$ cat src/rtl/rsc_pkg.sv
// rpn stack calculator shared types and constants
`default_nettype none
package rsc_pkg;

    localparam int FRAC_BITS = 16;
    localparam int OP_W      = 4;
    localparam int PEEK_W    = 6;
    localparam int ST_W      = 3;

    typedef enum logic [OP_W-1:0] {
        OP_PUSH  = 4'd0,
        OP_ADD   = 4'd1,
        OP_SUB   = 4'd2,
        OP_MUL   = 4'd3,
        OP_DIV   = 4'd4,
        OP_POP   = 4'd5,
        OP_PEEK  = 4'd6,
        OP_DUP   = 4'd7,
        OP_SWAP  = 4'd8,
        OP_CLEAR = 4'd9
    } t_op;

    typedef enum logic [ST_W-1:0] {
        ST_OK   = 3'd0,
        ST_FULL = 3'd1,
        ST_EMPTY = 3'd2,
        ST_ZDIV = 3'd3,
        ST_PEEK = 3'd4,
        ST_DUPE = 3'd5,
        ST_SWAP = 3'd6,
        ST_UNK  = 3'd7
    } t_status;

    typedef enum logic [1:0] {
        AS_TOP,
        AS_TOP2,
        AS_PEEK,
        AS_CNT
    } t_addr_sel;

    typedef enum logic [1:0] {
        WD_OPERAND,
        WD_RESULT,
        WD_B,
        WD_RDATA
    } t_wd_sel;

    typedef enum logic [3:0] {
        S_IDLE,
        S_DECODE,
        S_POPB,
        S_LDB,
        S_AFTB,
        S_POPA,
        S_LDA,
        S_EXEC,
        S_WAIT,
        S_PUSH,
        S_PEEK_LD,
        S_DUP_WR,
        S_SW_B,
        S_SW_A,
        S_SW_WR,
        S_DONE
    } t_state;

    typedef struct packed {
        logic      latch;
        logic      rd;
        t_addr_sel rd_sel;
        logic      wr;
        t_addr_sel wr_sel;
        t_wd_sel   wd_sel;
        logic      inc_cnt;
        logic      dec_cnt;
        logic      clr_cnt;
        logic      ld_b;
        logic      clr_b;
        logic      ld_a;
        logic      clr_a;
        logic      show;
        logic      set_st;
        t_status   st;
        logic      arith_start;
        logic      res_addsub;
        logic      res_sat;
        t_op       op;
    } t_cmd;

    typedef struct packed {
        logic cnt_zero;
        logic cnt_full;
        logic cnt_lt2;
        logic peek_ok;
        logic b_zero;
        logic arith_done;
    } t_dp_stat;

endpackage
`default_nettype wire

$ cat src/rtl/rsc_ram.sv
// generic single-port-write ram with registered read
`default_nettype none
module rsc_ram #(
    parameter int WIDTH = 32,
    parameter int DEPTH = 64
) (
    input  wire logic                     i_clk,
    input  wire logic                     i_wr_en,
    input  wire logic [$clog2(DEPTH)-1:0] i_wr_addr,
    input  wire logic [WIDTH-1:0]         i_wr_data,
    input  wire logic                     i_rd_en,
    input  wire logic [$clog2(DEPTH)-1:0] i_rd_addr,
    output logic      [WIDTH-1:0]         o_rd_data
);
    logic [WIDTH-1:0] r_mem [DEPTH];
    logic [WIDTH-1:0] r_rd_data;

    always_ff @(posedge i_clk) begin
        if (i_wr_en) begin
            r_mem[i_wr_addr] <= i_wr_data;
        end
        if (i_rd_en) begin
            r_rd_data <= r_mem[i_rd_addr];
        end
    end

    assign o_rd_data = r_rd_data;
endmodule
`default_nettype wire

$ cat src/rtl/rsc_ctrl.sv
// rpn stack calculator command sequencer
`default_nettype none
module rsc_ctrl
    import rsc_pkg::*;
(
    input  wire logic                i_clk,
    input  wire logic                i_rst_n,
    input  wire logic                start,
    input  wire logic [OP_W-1:0]     i_operation,
    input  wire t_dp_stat            i_stat,
    output t_cmd                     o_cmd,
    output logic                     busy,
    output logic                     o_done
);
    t_state r_state, n_state;
    t_op    r_op, n_op;

    always_ff @(posedge i_clk) begin
        if (!i_rst_n) begin
            r_state <= S_IDLE;
            r_op    <= OP_PUSH;
        end else begin
            r_state <= n_state;
            r_op    <= n_op;
        end
    end

    always_comb begin
        n_state  = r_state;
        n_op     = r_op;
        o_cmd    = '0;
        o_cmd.op = r_op;
        busy     = 1'b1;
        o_done   = 1'b0;
        unique case (r_state)
            S_IDLE: begin
                busy = 1'b0;
                if (start) begin
                    o_cmd.latch = 1'b1;
                    n_op        = t_op'(i_operation);
                    n_state     = S_DECODE;
                end
            end
            S_DECODE: begin
                n_state = S_DONE;
                unique case (r_op)
                    OP_PUSH: begin
                        if (i_stat.cnt_full) begin
                            o_cmd.set_st = 1'b1;
                            o_cmd.st     = ST_FULL;
                        end else begin
                            o_cmd.wr      = 1'b1;
                            o_cmd.wr_sel  = AS_CNT;
                            o_cmd.wd_sel  = WD_OPERAND;
                            o_cmd.inc_cnt = 1'b1;
                        end
                    end
                    OP_ADD, OP_SUB, OP_MUL, OP_DIV, OP_POP: begin
                        n_state = S_POPB;
                    end
                    OP_PEEK: begin
                        if (i_stat.peek_ok) begin
                            o_cmd.rd     = 1'b1;
                            o_cmd.rd_sel = AS_PEEK;
                            n_state      = S_PEEK_LD;
                        end else begin
                            o_cmd.set_st = 1'b1;
                            o_cmd.st     = ST_PEEK;
                        end
                    end
                    OP_DUP: begin
                        if (i_stat.cnt_zero) begin
                            o_cmd.set_st = 1'b1;
                            o_cmd.st     = ST_DUPE;
                        end else if (i_stat.cnt_full) begin
                            o_cmd.set_st = 1'b1;
                            o_cmd.st     = ST_FULL;
                        end else begin
                            o_cmd.rd     = 1'b1;
                            o_cmd.rd_sel = AS_TOP;
                            n_state      = S_DUP_WR;
                        end
                    end
                    OP_SWAP: begin
                        if (i_stat.cnt_lt2) begin
                            o_cmd.set_st = 1'b1;
                            o_cmd.st     = ST_SWAP;
                        end else begin
                            o_cmd.rd     = 1'b1;
                            o_cmd.rd_sel = AS_TOP;
                            n_state      = S_SW_B;
                        end
                    end
                    OP_CLEAR: begin
                        o_cmd.clr_cnt = 1'b1;
                    end
                    default: begin
                        o_cmd.set_st = 1'b1;
                        o_cmd.st     = ST_UNK;
                    end
                endcase
            end
            S_POPB: begin
                if (i_stat.cnt_zero) begin
                    o_cmd.clr_b  = 1'b1;
                    o_cmd.set_st = 1'b1;
                    o_cmd.st     = ST_EMPTY;
                    n_state      = S_AFTB;
                end else begin
                    o_cmd.rd      = 1'b1;
                    o_cmd.rd_sel  = AS_TOP;
                    o_cmd.dec_cnt = 1'b1;
                    n_state       = S_LDB;
                end
            end
            S_LDB: begin
                o_cmd.ld_b = 1'b1;
                n_state    = S_AFTB;
            end
            S_AFTB: begin
                if (r_op == OP_POP) begin
                    o_cmd.show = 1'b1;
                    n_state    = S_DONE;
                end else if (r_op == OP_DIV && i_stat.b_zero) begin
                    o_cmd.set_st = 1'b1;
                    o_cmd.st     = ST_ZDIV;
                    n_state      = S_DONE;
                end else begin
                    n_state = S_POPA;
                end
            end
            S_POPA: begin
                if (i_stat.cnt_zero) begin
                    o_cmd.clr_a  = 1'b1;
                    o_cmd.set_st = 1'b1;
                    o_cmd.st     = ST_EMPTY;
                    n_state      = S_EXEC;
                end else begin
                    o_cmd.rd      = 1'b1;
                    o_cmd.rd_sel  = AS_TOP;
                    o_cmd.dec_cnt = 1'b1;
                    n_state       = S_LDA;
                end
            end
            S_LDA: begin
                o_cmd.ld_a = 1'b1;
                n_state    = S_EXEC;
            end
            S_EXEC: begin
                if (r_op == OP_MUL || r_op == OP_DIV) begin
                    o_cmd.arith_start = 1'b1;
                    n_state           = S_WAIT;
                end else begin
                    o_cmd.res_addsub = 1'b1;
                    n_state          = S_PUSH;
                end
            end
            S_WAIT: begin
                if (i_stat.arith_done) begin
                    o_cmd.res_sat = 1'b1;
                    n_state       = S_PUSH;
                end
            end
            S_PUSH: begin
                o_cmd.wr      = 1'b1;
                o_cmd.wr_sel  = AS_CNT;
                o_cmd.wd_sel  = WD_RESULT;
                o_cmd.inc_cnt = 1'b1;
                n_state       = S_DONE;
            end
            S_PEEK_LD: begin
                o_cmd.ld_b = 1'b1;
                o_cmd.show = 1'b1;
                n_state    = S_DONE;
            end
            S_DUP_WR: begin
                o_cmd.wr      = 1'b1;
                o_cmd.wr_sel  = AS_CNT;
                o_cmd.wd_sel  = WD_RDATA;
                o_cmd.inc_cnt = 1'b1;
                n_state       = S_DONE;
            end
            S_SW_B: begin
                o_cmd.ld_b   = 1'b1;
                o_cmd.rd     = 1'b1;
                o_cmd.rd_sel = AS_TOP2;
                n_state      = S_SW_A;
            end
            S_SW_A: begin
                o_cmd.wr     = 1'b1;
                o_cmd.wr_sel = AS_TOP;
                o_cmd.wd_sel = WD_RDATA;
                n_state      = S_SW_WR;
            end
            S_SW_WR: begin
                o_cmd.wr     = 1'b1;
                o_cmd.wr_sel = AS_TOP2;
                o_cmd.wd_sel = WD_B;
                n_state      = S_DONE;
            end
            S_DONE: begin
                o_done  = 1'b1;
                n_state = S_IDLE;
            end
        endcase
    end
endmodule
`default_nettype wire

$ cat src/rtl/rsc_datapath.sv
// rpn stack calculator datapath: stack memory, count, serial mul and div
`default_nettype none
module rsc_datapath
    import rsc_pkg::*;
#(
    parameter int STACK_DEPTH = 64,
    parameter int VALUE_WIDTH = 32
) (
    input  wire logic                             i_clk,
    input  wire logic                             i_rst_n,
    input  wire t_cmd                             i_cmd,
    input  wire logic signed [VALUE_WIDTH-1:0]    i_operand_value,
    input  wire logic [PEEK_W-1:0]                i_peek_offset,
    output t_dp_stat                              o_stat,
    output logic signed [VALUE_WIDTH-1:0]         o_shown_value,
    output logic [ST_W-1:0]                       o_status,
    output logic [$clog2(STACK_DEPTH+1)-1:0]      o_stack_depth
);
    localparam int W   = VALUE_WIDTH;
    localparam int AW  = $clog2(STACK_DEPTH);
    localparam int CW  = $clog2(STACK_DEPTH + 1);
    localparam int XW  = CW + PEEK_W;
    localparam int NW  = W + FRAC_BITS;
    localparam int ITW = $clog2(NW + 1);

    localparam logic [W-1:0] VMAX = {1'b0, {(W-1){1'b1}}};
    localparam logic [W-1:0] VMIN = {1'b1, {(W-1){1'b0}}};

    logic [CW-1:0]     r_count;
    logic [W-1:0]      r_operand;
    logic [PEEK_W-1:0] r_offset;
    t_status           r_status;
    logic              r_show;
    logic [W-1:0]      r_a, r_b, r_res;

    logic [W-1:0]      r_x, r_y;
    logic              r_neg, r_is_div;
    logic [W:0]        r_acc;
    logic [W-1:0]      r_lo;
    logic [W-1:0]      r_rem;
    logic [NW-1:0]     r_num;
    logic [ITW-1:0]    r_it;

    logic [W-1:0]      rd_data, wr_data;
    logic [AW-1:0]     rd_addr, wr_addr;
    logic [CW-1:0]     cnt_m1, cnt_m2;
    logic [XW-1:0]     peek_idx;

    assign cnt_m1   = r_count - CW'(1);
    assign cnt_m2   = r_count - CW'(2);
    assign peek_idx = XW'(r_count) - XW'(r_offset) - XW'(1);

    assign o_stat.cnt_zero   = (r_count == '0);
    assign o_stat.cnt_full   = (r_count == CW'(STACK_DEPTH));
    assign o_stat.cnt_lt2    = (r_count < CW'(2));
    assign o_stat.peek_ok    = (XW'(r_offset) < XW'(r_count));
    assign o_stat.b_zero     = (r_b == '0);
    assign o_stat.arith_done = (r_it == '0);

    always_comb begin
        unique case (i_cmd.rd_sel)
            AS_TOP:  rd_addr = cnt_m1[AW-1:0];
            AS_TOP2: rd_addr = cnt_m2[AW-1:0];
            AS_PEEK: rd_addr = peek_idx[AW-1:0];
            AS_CNT:  rd_addr = r_count[AW-1:0];
        endcase
        unique case (i_cmd.wr_sel)
            AS_TOP:  wr_addr = cnt_m1[AW-1:0];
            AS_TOP2: wr_addr = cnt_m2[AW-1:0];
            AS_PEEK: wr_addr = peek_idx[AW-1:0];
            AS_CNT:  wr_addr = r_count[AW-1:0];
        endcase
        unique case (i_cmd.wd_sel)
            WD_OPERAND: wr_data = r_operand;
            WD_RESULT:  wr_data = r_res;
            WD_B:       wr_data = r_b;
            WD_RDATA:   wr_data = rd_data;
        endcase
    end

    rsc_ram #(
        .WIDTH (W),
        .DEPTH (STACK_DEPTH)
    ) u_ram (
        .i_clk     (i_clk),
        .i_wr_en   (i_cmd.wr),
        .i_wr_addr (wr_addr),
        .i_wr_data (wr_data),
        .i_rd_en   (i_cmd.rd),
        .i_rd_addr (rd_addr),
        .o_rd_data (rd_data)
    );

    // add and sub with saturation
    logic [W:0]   addsub;
    logic [W-1:0] addsub_sat;
    always_comb begin
        if (i_cmd.op == OP_SUB) begin
            addsub = {r_a[W-1], r_a} - {r_b[W-1], r_b};
        end else begin
            addsub = {r_a[W-1], r_a} + {r_b[W-1], r_b};
        end
        if (addsub[W] != addsub[W-1]) begin
            addsub_sat = addsub[W] ? VMIN : VMAX;
        end else begin
            addsub_sat = addsub[W-1:0];
        end
    end

    // operand magnitudes
    logic [W-1:0] mag_a, mag_b;
    assign mag_a = r_a[W-1] ? (W'(0) - r_a) : r_a;
    assign mag_b = r_b[W-1] ? (W'(0) - r_b) : r_b;

    // serial step values
    logic [W:0]     mul_sum;
    logic [W:0]     div_shift;
    logic           div_ge;
    logic [W:0]     div_diff;
    assign mul_sum   = r_acc + (r_lo[0] ? {1'b0, r_x} : '0);
    assign div_shift = {r_rem, r_num[NW-1]};
    assign div_ge    = (div_shift >= {1'b0, r_y});
    assign div_diff  = div_shift - {1'b0, r_y};

    // final saturation of the magnitude
    logic [2*W-1:0] product, qmag, lim;
    logic [W-1:0]   sat_val;
    assign product = {r_acc[W-1:0], r_lo};
    assign qmag    = r_is_div ? (2*W)'(r_num) : (product >> FRAC_BITS);
    assign lim     = (2*W)'(VMAX) + (2*W)'(r_neg);
    always_comb begin
        if (qmag > lim) begin
            sat_val = r_neg ? VMIN : VMAX;
        end else if (r_neg) begin
            sat_val = W'(0) - qmag[W-1:0];
        end else begin
            sat_val = qmag[W-1:0];
        end
    end

    always_ff @(posedge i_clk) begin
        if (!i_rst_n) begin
            r_count <= '0;
            r_it    <= '0;
            r_show  <= 1'b0;
            r_status <= ST_OK;
        end else begin
            if (i_cmd.latch) begin
                r_operand <= i_operand_value;
                r_offset  <= i_peek_offset;
                r_status  <= ST_OK;
                r_show    <= 1'b0;
            end
            if (i_cmd.set_st) begin
                r_status <= i_cmd.st;
            end
            if (i_cmd.show) begin
                r_show <= 1'b1;
            end
            if (i_cmd.clr_cnt) begin
                r_count <= '0;
            end else if (i_cmd.inc_cnt) begin
                r_count <= r_count + CW'(1);
            end else if (i_cmd.dec_cnt) begin
                r_count <= cnt_m1;
            end
            if (i_cmd.arith_start) begin
                r_it <= (i_cmd.op == OP_DIV) ? ITW'(NW) : ITW'(W);
            end else if (r_it != '0) begin
                r_it <= r_it - ITW'(1);
            end
        end
    end

    always_ff @(posedge i_clk) begin
        if (i_cmd.ld_b) begin
            r_b <= rd_data;
        end else if (i_cmd.clr_b) begin
            r_b <= '0;
        end
        if (i_cmd.ld_a) begin
            r_a <= rd_data;
        end else if (i_cmd.clr_a) begin
            r_a <= '0;
        end
        if (i_cmd.res_addsub) begin
            r_res <= addsub_sat;
        end else if (i_cmd.res_sat) begin
            r_res <= sat_val;
        end
        if (i_cmd.arith_start) begin
            r_x      <= mag_a;
            r_y      <= mag_b;
            r_neg    <= r_a[W-1] ^ r_b[W-1];
            r_is_div <= (i_cmd.op == OP_DIV);
            r_acc    <= '0;
            r_lo     <= mag_b;
            r_rem    <= '0;
            r_num    <= {mag_a, {FRAC_BITS{1'b0}}};
        end else if (r_it != '0) begin
            if (r_is_div) begin
                r_rem <= div_ge ? div_diff[W-1:0] : div_shift[W-1:0];
                r_num <= {r_num[NW-2:0], div_ge};
            end else begin
                r_acc <= {1'b0, mul_sum[W:1]};
                r_lo  <= {mul_sum[0], r_lo[W-1:1]};
            end
        end
    end

    assign o_shown_value = (r_show && r_status == ST_OK) ? r_b : '0;
    assign o_status      = r_status;
    assign o_stack_depth = r_count;
endmodule
`default_nettype wire

$ cat src/rtl/rpn_stack_calculator_top.sv
// rpn stack calculator top level
// push, clear and unknown commands finish in decode, then give the done beat
// pop, peek, add, sub, dup and swap step through stack read and write states
// mul and div wait on a bit-serial multiplier and a bit-serial divider
// one command at a time: busy stays high from acceptance through the done beat
// synchronous active-low reset empties the stack; memory contents are not cleared
`default_nettype none
module rpn_stack_calculator_top
    import rsc_pkg::*;
#(
    parameter int STACK_DEPTH = 64,
    parameter int VALUE_WIDTH = 32
) (
    input  wire logic                                i_clk,
    input  wire logic                                i_rst_n,
    input  wire logic                                start,
    output logic                                     busy,
    input  wire logic [OP_W-1:0]                     i_operation,
    input  wire logic signed [VALUE_WIDTH-1:0]       i_operand_value,
    input  wire logic [PEEK_W-1:0]                   i_peek_offset,
    output logic                                     o_done,
    output logic signed [VALUE_WIDTH-1:0]            o_shown_value,
    output logic [ST_W-1:0]                          o_status,
    output logic [$clog2(STACK_DEPTH+1)-1:0]         o_stack_depth
);
    t_cmd     cmd;
    t_dp_stat stat;

    rsc_ctrl u_ctrl (
        .i_clk       (i_clk),
        .i_rst_n     (i_rst_n),
        .start       (start),
        .i_operation (i_operation),
        .i_stat      (stat),
        .o_cmd       (cmd),
        .busy        (busy),
        .o_done      (o_done)
    );

    rsc_datapath #(
        .STACK_DEPTH (STACK_DEPTH),
        .VALUE_WIDTH (VALUE_WIDTH)
    ) u_dp (
        .i_clk           (i_clk),
        .i_rst_n         (i_rst_n),
        .i_cmd           (cmd),
        .i_operand_value (i_operand_value),
        .i_peek_offset   (i_peek_offset),
        .o_stat          (stat),
        .o_shown_value   (o_shown_value),
        .o_status        (o_status),
        .o_stack_depth   (o_stack_depth)
    );

    a_accept_busy: assert property (@(posedge i_clk) disable iff (!i_rst_n)
        (start && !busy) |=> busy)
        else $error("accepted command did not raise busy");

    a_done_pulse: assert property (@(posedge i_clk) disable iff (!i_rst_n)
        o_done |=> !o_done)
        else $error("done beat longer than one cycle");

    a_err_zero: assert property (@(posedge i_clk) disable iff (!i_rst_n)
        (o_done && o_status != ST_OK) |-> (o_shown_value == '0))
        else $error("shown value nonzero on error");

    a_depth_range: assert property (@(posedge i_clk) disable iff (!i_rst_n)
        o_stack_depth <= ($clog2(STACK_DEPTH+1))'(STACK_DEPTH))
        else $error("stack depth beyond capacity");

    a_arith_idle: assert property (@(posedge i_clk) disable iff (!i_rst_n)
        cmd.arith_start |-> stat.arith_done)
        else $error("arithmetic unit restarted while running");
endmodule
`default_nettype wire
$ cat config.mk
export PLATFORM = sky130hd
export DESIGN_NAME = rpn_stack_calculator_top
export DESIGN_NICKNAME = d
export VERILOG_FILES = /design/src/rtl/rsc_pkg.sv /design/src/rtl/rsc_ram.sv /design/src/rtl/rsc_ctrl.sv /design/src/rtl/rsc_datapath.sv /design/src/rtl/rpn_stack_calculator_top.sv
export SDC_FILE = /design/constraint.sdc
export NUM_CORES = 2
export LEC_CHECK = 0
export BUFFER_PORTS_ARGS = -buffer_cell sky130_fd_sc_hd__buf_2
export CORE_MARGIN = 3
export CORE_UTILIZATION = 30
export CTS_BUF_LIST = sky130_fd_sc_hd__clkbuf_4
export DETAILED_ROUTE_END_ITERATION = 7
export HOLD_SLACK_MARGIN = 0.03
export SLEW_MARGIN = 20
export SYNTH_ARGS = -nofsm -noshare
export SYNTH_HDL_FRONTEND = slang
export SYNTH_SLANG_ARGS = --single-unit
$ cat constraint.sdc
create_clock -name i_clk -period 7 [get_ports i_clk]
set_clock_uncertainty 0.1 [all_clocks]
set_input_delay 2.1 -clock i_clk [delete_from_list [all_inputs] [get_ports i_clk]]
set_output_delay 2.1 -clock i_clk [all_outputs]
set_load 0.03 [all_outputs]
=== After elaboration in Yosys (flattened, before gate mapping) ===
Memory sizes are Yosys's and may differ from the RTL's. A register that Yosys moved wholly into a read port is not among the register bits.
Cells that the tools add are included.
Widths: inputs -> output; s select.

* Register bits: 369
* Memory bits (writable): 2048
* Bits of input ports: 45
* Output and inout port bits: 44
* Logic and storage cells: 206
* Memories: 1

{| class="wikitable"
|+ Memory list
! memory !! depth !! width !! read ports !! clocked after memory_dff !! wr ports !! line !! text
|-
| u_dp.u_ram.r_mem || 64 || 32 || 1 || 1 || 1 || rsc_ram.sv:15 || <nowiki>logic [WIDTH-1:0] r_mem [DEPTH];</nowiki>
|}

* $add $sub $neg: 14
* $lt $le $gt $ge: 4
* Equality and inequality tests: 38
* Multiplexer cells: 91
* Bitwise logic cells: 3
* Reductions and logical operators: 35

{| class="wikitable"
|+ Operator list
! cell !! number
|-
| $mux 32 || 19
|-
| $mux 48 || 4
|-
| $pmux 32 s4 || 1
|-
| $sub 1x32->32 const A || 3
|-
| $gt 64x64->1 || 1
|-
| $pmux 4 s13 || 1
|-
| $mux 4 || 12
|-
| $pmux 6 s4 || 2
|-
| $eq 4x4->1 const B || 10
|-
| $add 32x32->33 || 1
|-
| $add 32x33->33 || 1
|-
| $ge 33x32->1 || 1
|-
| $mux 33 || 1
|-
| $sub 32x32->33 || 1
|-
| $add 31x1->32 const A || 1
|-
| $eq 4x3->1 const B || 8
|-
| $logic_not 32->1 || 1
|-
| $sub 32x32->32 || 1
|-
| $mux 3 || 10
|-
| $pmux 5 s5 || 1
|-
| $mux 1 || 24
|-
| $mux 6 || 4
|-
| $pmux 4 s5 || 1
|-
| $pmux 3 s3 || 2
|-
| 37 further kinds || 74
|}

=== Logic depth before layout (Yosys ltp) ===
* Depth after elaboration: 7
* Mapped depth: 25
* Mapped depth without buffers: 20

=== Hierarchy ===
From an unflattened synthesis, not the netlist that was laid out.

* Cells, all modules: 6359
* Area, all modules: 105104.6 sq um

{| class="wikitable"
|+ Modules (own cells, without submodules)
! module !! instances !! cells each !! area an instance (sq um) !! sequential area each (sq um)
|-
| rsc_ram || 1 || 3572 || 79216.0 || 62459.9
|-
| rsc_datapath || 1 || 2625 || 24766.3 || 9869.5
|-
| rsc_ctrl || 1 || 162 || 1122.3 || 160.2
|}

=== Worst setup path before layout ===
Ideal clock, no wire load.

* Kind: flip-flop to flip-flop
* From: register u_dp.r_is_div
* To: register u_dp.r_res[1], data pin
* Setup time: 0.264 ns
* Arrival: 4.710 ns
* Required time: 6.636 ns
* Path slack: 1.926 ns
* Stages on the path, launching flop included: 20
* Buffers on the path: 7
* Clock period less this slack: 5.074 ns
* Cells stage by stage: edfxtp_1 > buf_2 > buf_2 > buf_2 > buf_2 > buf_1 > buf_1 > mux2i_1 > inv_1 > ha_1 > a21o_1 > a21o_1 > a221o_1 > a221oi_1 > o31ai_1 > a221oi_1 > clkbuf_1 > a21oi_1 > a311oi_1 > a21oi_1

* Cells in the longest elaborated chain, start to end: 6
* Elaborated cells on any way between the ends: 7
* Classes of those cells: add/sub: 1; order compare: 1; mux: 5

{| class="wikitable"
|+ RTL lines
! item !! line !! text
|-
| start: declaration || rsc_datapath.sv:37 || <nowiki>logic r_neg, r_is_div;</nowiki>
|-
| start signal: assignment || rsc_datapath.sv:195 || <nowiki>r_is_div <= (i_cmd.op == OP_DIV);</nowiki>
|-
| $mux 48 * || rsc_datapath.sv:129 || <nowiki>assign qmag = r_is_div ? (2*W)'(r_num) : (product >> FRAC_BITS);</nowiki>
|-
| $sub 1x32->32 || rsc_datapath.sv:135 || <nowiki>sat_val = W'(0) - qmag[W-1:0];</nowiki>
|-
| $mux 32 || rsc_datapath.sv:134 || <nowiki>end else if (r_neg) begin</nowiki>
|-
| $mux 32 * || rsc_datapath.sv:132 || <nowiki>if (qmag > lim) begin</nowiki>
|-
| $mux 32 * || rsc_datapath.sv:188 || <nowiki>end else if (i_cmd.res_sat) begin</nowiki>
|-
| $mux 32 * || rsc_datapath.sv:186 || <nowiki>if (i_cmd.res_addsub) begin</nowiki>
|-
| end signal: assignment || rsc_datapath.sv:187 || <nowiki>r_res <= addsub_sat;</nowiki>
|-
| end signal: assignment || rsc_datapath.sv:189 || <nowiki>r_res <= sat_val;</nowiki>
|-
| end: declaration || rsc_datapath.sv:34 || <nowiki>logic [W-1:0] r_a, r_b, r_res;</nowiki>
|}

Mark *: on every way between the ends. The rest lies on a longest branch, timed or not. The select of a mux whose other input is x is not followed.
A chain may end at the register's enable or synchronous reset.

=== Worst setup path in the final report ===
* From: register u_dp.r_b[0]
* To: register u_dp.r_res[10], data pin

* Cells in the longest elaborated chain, start to end: 5
* Elaborated cells on any way between the ends: 7
* Classes of those cells: add/sub: 2; eq/ne: 1; mux: 4

{| class="wikitable"
|+ RTL lines
! item !! line !! text
|-
| start: declaration || rsc_datapath.sv:34 ||
|-
| start signal: assignment || rsc_datapath.sv:177 || <nowiki>r_b <= rd_data;</nowiki>
|-
| $add 32x32->33 / $sub 32x32->33 (equally long branches) || rsc_datapath.sv:101, rsc_datapath.sv:99 ||
|-
| $mux 33 * || rsc_datapath.sv:98 || <nowiki>if (i_cmd.op == OP_SUB) begin</nowiki>
|-
| $mux 32 / $ne 1x1->1 (equally long branches) || rsc_datapath.sv:104, rsc_datapath.sv:103 ||
|-
| $mux 32 * || rsc_datapath.sv:103 || <nowiki>if (addsub[W] != addsub[W-1]) begin</nowiki>
|-
| $mux 32 * || rsc_datapath.sv:186 ||
|}

Mark *: on every way between the ends. The rest lies on a longest branch, timed or not.

==> impl_metrics.tcl <==
set metrics [dict create \
    root_buffer "clkbuf_4" \
    crit_chain "inv_1 -> ha_1 -> nor3b_1 -> nand4_1 -> or4_1 -> nor2_1 -> nor2_1 -> xnor2_1 -> ha_1 -> a21o_1 -> a21o_1 -> a21oi_1 -> a21oi_1 -> nor2_1 -> a31oi_1 -> xnor2_2 -> nand2_1 -> a21boi_0 -> o21ai_0" \
    seq_area_sq_um 72500 \
    ys_ff_latch 2449 \
    ys_async_sr_fraction_pct 0 \
    dieHeight_um 601 \
    path_class "flop to flop" \
    critPathLaunchType "flop" \
    track_usage_pct 18.2 \
    ir_worst_vdd_mv 0.729 \
    grt_max_degree 139 \
    synth_nets 8796 \
    power_density_nw_per_um2 460 \
    slowest_delay_ns 0.78 \
    worstSetupPathDepth 19 \
    slowest_stage "or4_1" \
    cp_max_fo 24 \
    grt_first_pass_wirelength_um 493000 \
    tightest_slew_ns 1.19 \
    clk_pin_slew_worst_paths_ns 0.08 \
    drv_cap 0 \
    yosys_most_used_dff "edfxtp_1" \
    hpwl_um 202000 \
    cp_top_family "simple AND/OR/NAND/NOR gates" \
    clockBufferDepth 4 \
    hold_viol 0 \
    cts.repair.resized 0 \
    first_global_vias 72100 \
    cts_setup_buffers 0 \
    worstPathRequired_ns 8.13 \
    multi_input_area_sq_um 31800 \
    ys_seq_area_share_pct 68.3 \
    cts_sinks 2449 \
    path_common_cell "nor2_1" \
    cts_hold_buf 0 \
    syn_area_per_cell_sq_um 12.3 \
    synth_area_sq_um 106000 \
    post-route-drc-count 6 \
    min_period_ns 5.91 \
    grt-ovfl-total 0 \
    area_growth_pct 14.6 \
    vias_per_cell 5.30 \
    gp_congestion 0.896 \
    finalCoreUtilization_pct 34.7 \
    synth_enable_flop_cells 2344 \
    rows 217 \
    yosysTopAreaCellShare_pct 66.4 \
    via_count 75200 \
    htreeDepth 6 \
    wl_per_cell_um 24.2 \
    slew_headroom_pct 20.6 \
    fin_setup_tns_ns 0 \
    drive_gt1_share_pct 16.2 \
    die_w_um 601 \
    antenna_left 0 \
    drt_first_pass_iters 8 \
    drtIter0Drc 9259 \
    io_buffers 88 \
    core_sq_um 351000 \
    io_pins 89 \
    violations "design-rule violations" \
    netlist_instances 8598 \
    crit_buf_inv 1 \
    finalCritPeriodShare_pct 84.5 \
    status "finished with violations" \
    antenna_found_initial 15 \
    synth.distinct_cells 94 \
    fin_nets 9233 \
    ys.warnings.count 0 \
    slew_viol_final 0 \
    yosysTopAreaCell "edfxtp_1" \
    end_kind "flop" \
    r2r.worst_path.cells 19 \
    worstHoldPathType "flop to flop" \
    arrival_ns 7.04 \
    num-fill-cells 34400 \
    finalSetupViolCount 0 \
    cts_buffers 649 \
    start_util_pct 30.2 \
    p_leak_nw 42.0 \
    cts_tree "built" \
    grt_setup_unrepaired "no" \
    drt-total-wl_um 343000 \
    max_freq_ghz 0.169 \
    clk_latency_ns 1.51 \
    dieArea_sq_um 361000 \
    synth_area_leaders "edfxtp_1 (66%), nand2_1 (7.8%), nand3_1 (2.8%)" \
    hold_depth 2 \
]
==> tightest hold or removal path: cells and delay by family, from the launching register on <==
family           cells  cell delay (ns)
flip-flops           1             0.32
AND/OR/NAND/NOR      2             0.11
==> sequential cells by signal, indices dropped and copies added (netlist names) <==
name,flops
u_dp.r_offset,6
u_dp.r_is_div,1
u_dp.o_status,3
u_dp.r_b,32
u_dp.r_it,6
u_dp.r_x,32
u_ctrl.r_op,4
u_dp.r_y,32
u_dp.r_rem,32
u_ctrl.r_state,4
u_dp.r_res,32
u_dp.u_ram.o_rd_data,32
u_dp.u_ram.r_mem,2048
u_dp.r_acc,32
u_dp.r_neg,1
u_dp.r_a,32
u_dp.r_show,1
u_dp.r_operand,32
u_dp.r_lo,32
u_dp.r_num,48
u_dp.o_stack_depth,7
==> area by class of cell <==
type	count	share of cell area, %
Clock buffer	934	5.77
Timing Repair Buffer	319	2.12
Multi-Input combinational cell	5497	26.2
Sequential cell	2449	59.6
Antenna cell	13	0.0268
Tap cell	4708	4.84
Inverter	119	0.369
Clock inverter	160	1.08
==> metal layers <==
| metal | GRT usage (%) | vias to the layer above | share of wire (%) |
|---|---|---|---|
| met1 | 24.5 | 37500 | 41 |
| met5 | 0 | - | 0.015 |
| met4 | 7.71 | 8 | 4.0 |
| met3 | 4.07 | 629 | 9.7 |
| li1 | - | 33100 | - |
| met2 | 28.2 | 3911 | 45 |
==> cell families after synthesis <==
group	share of synthesized area, %
AO/OA/AOI/OAI	8.60
XOR/XNOR	1.55
adder cells (fa/ha/maj)	1.83
buffers and inverters	2.55
flip-flops	68.3
multiplexers	2.25
AND/OR/NAND/NOR	14.9
==> cell usage in the layout (no fill, tap or decap), types with 25 or more instances in the layout <==
cell type	count
nand2_4	27
nand3_1	594
a22o_1	58
dfxtp_1	105
a21o_1	56
nand4_1	35
o21ai_0	161
o31ai_1	35
ha_1	149
a31oi_1	203
xor2_1	54
buf_4	194
buf_2	91
or3_1	30
mux2i_1	187
nor2b_1	46
nand2_1	2160
o221ai_1	65
nor4_1	25
nor2_1	159
clkinv_1	89
o2111ai_1	126
a21oi_1	296
and2_1	111
nor2_4	71
and3_1	141
mux2_2	45
nor3_1	110
edfxtp_1	2344
clkbuf_4	935
inv_1	117
a32oi_1	84
buf_12	33
nand2b_1	26
xnor2_1	132
a222oi_1	32
==> Yosys cell counts, types with 9 or more instances <==
cell and count:
o221ai_1 65, and2_1 111, ha_1 149, buf_1 19, mux2i_1 188, nand4_1 35, nor4_1 25, a21oi_1 299
nand3_1 594, nor2b_1 46, nor3_1 112, xnor2_1 132, o31ai_1 35, a32oi_1 84, nor2_1 231, a211oi_1 17
and3_1 142, mux2_2 45, inv_1 117, xor2_1 54, a21o_1 56, o21ai_0 163, edfxtp_1 2344, a22oi_1 18
buf_2 167, a31oi_1 203, a222oi_1 32, o2111ai_1 126, o21bai_1 11, dfxtp_1 105, or2_2 11, nand2_1 2193
nand2b_1 26, or3_1 30, a211o_1 9, clkbuf_1 337, a22o_1 58, o21a_1 19, o211ai_1 14
==> where the power goes <==
part / total, W / switching [W] / internal, W
registers: 0.0198 / 0.00122 / 0.0186
clock network: 0.0128 / 0.00599 / 0.00685
logic: 0.0232 / 0.0164 / 0.00682
==> final timing paths <==
check / from / slack, ns / end
setup / recovery: u_dp.r_b[0] / 1.09 / u_dp.r_res[10]
hold reg to reg: u_dp.r_lo[10] / 0.37 / u_dp.r_lo[9]
setup reg to reg: u_dp.r_b[0] / 1.09 / u_dp.r_res[10]
hold / removal: u_dp.r_lo[10] / 0.37 / u_dp.r_lo[9]
==> stage by stage <==
step | hold WS [ns] | total power, W | cell area (sq um) | instances | setup WS, ns
floorplan | 0.346 | 0.0336 | 106000 | 8598 | 1.93
global placement | 0.360 | 0.0427 | 113000 | 13100 | 0.964
detailed placement | 0.365 | 0.0430 | 113000 | 13100 | 1.03
CTS | 0.373 | 0.0559 | 121000 | 14200 | 1.16
global route | 0.388 | 0.0585 | 122000 | 14200 | 0.671
finish | 0.366 | 0.0559 | 122000 | 14200 | 1.09
(Power assumes the default switching activity.)
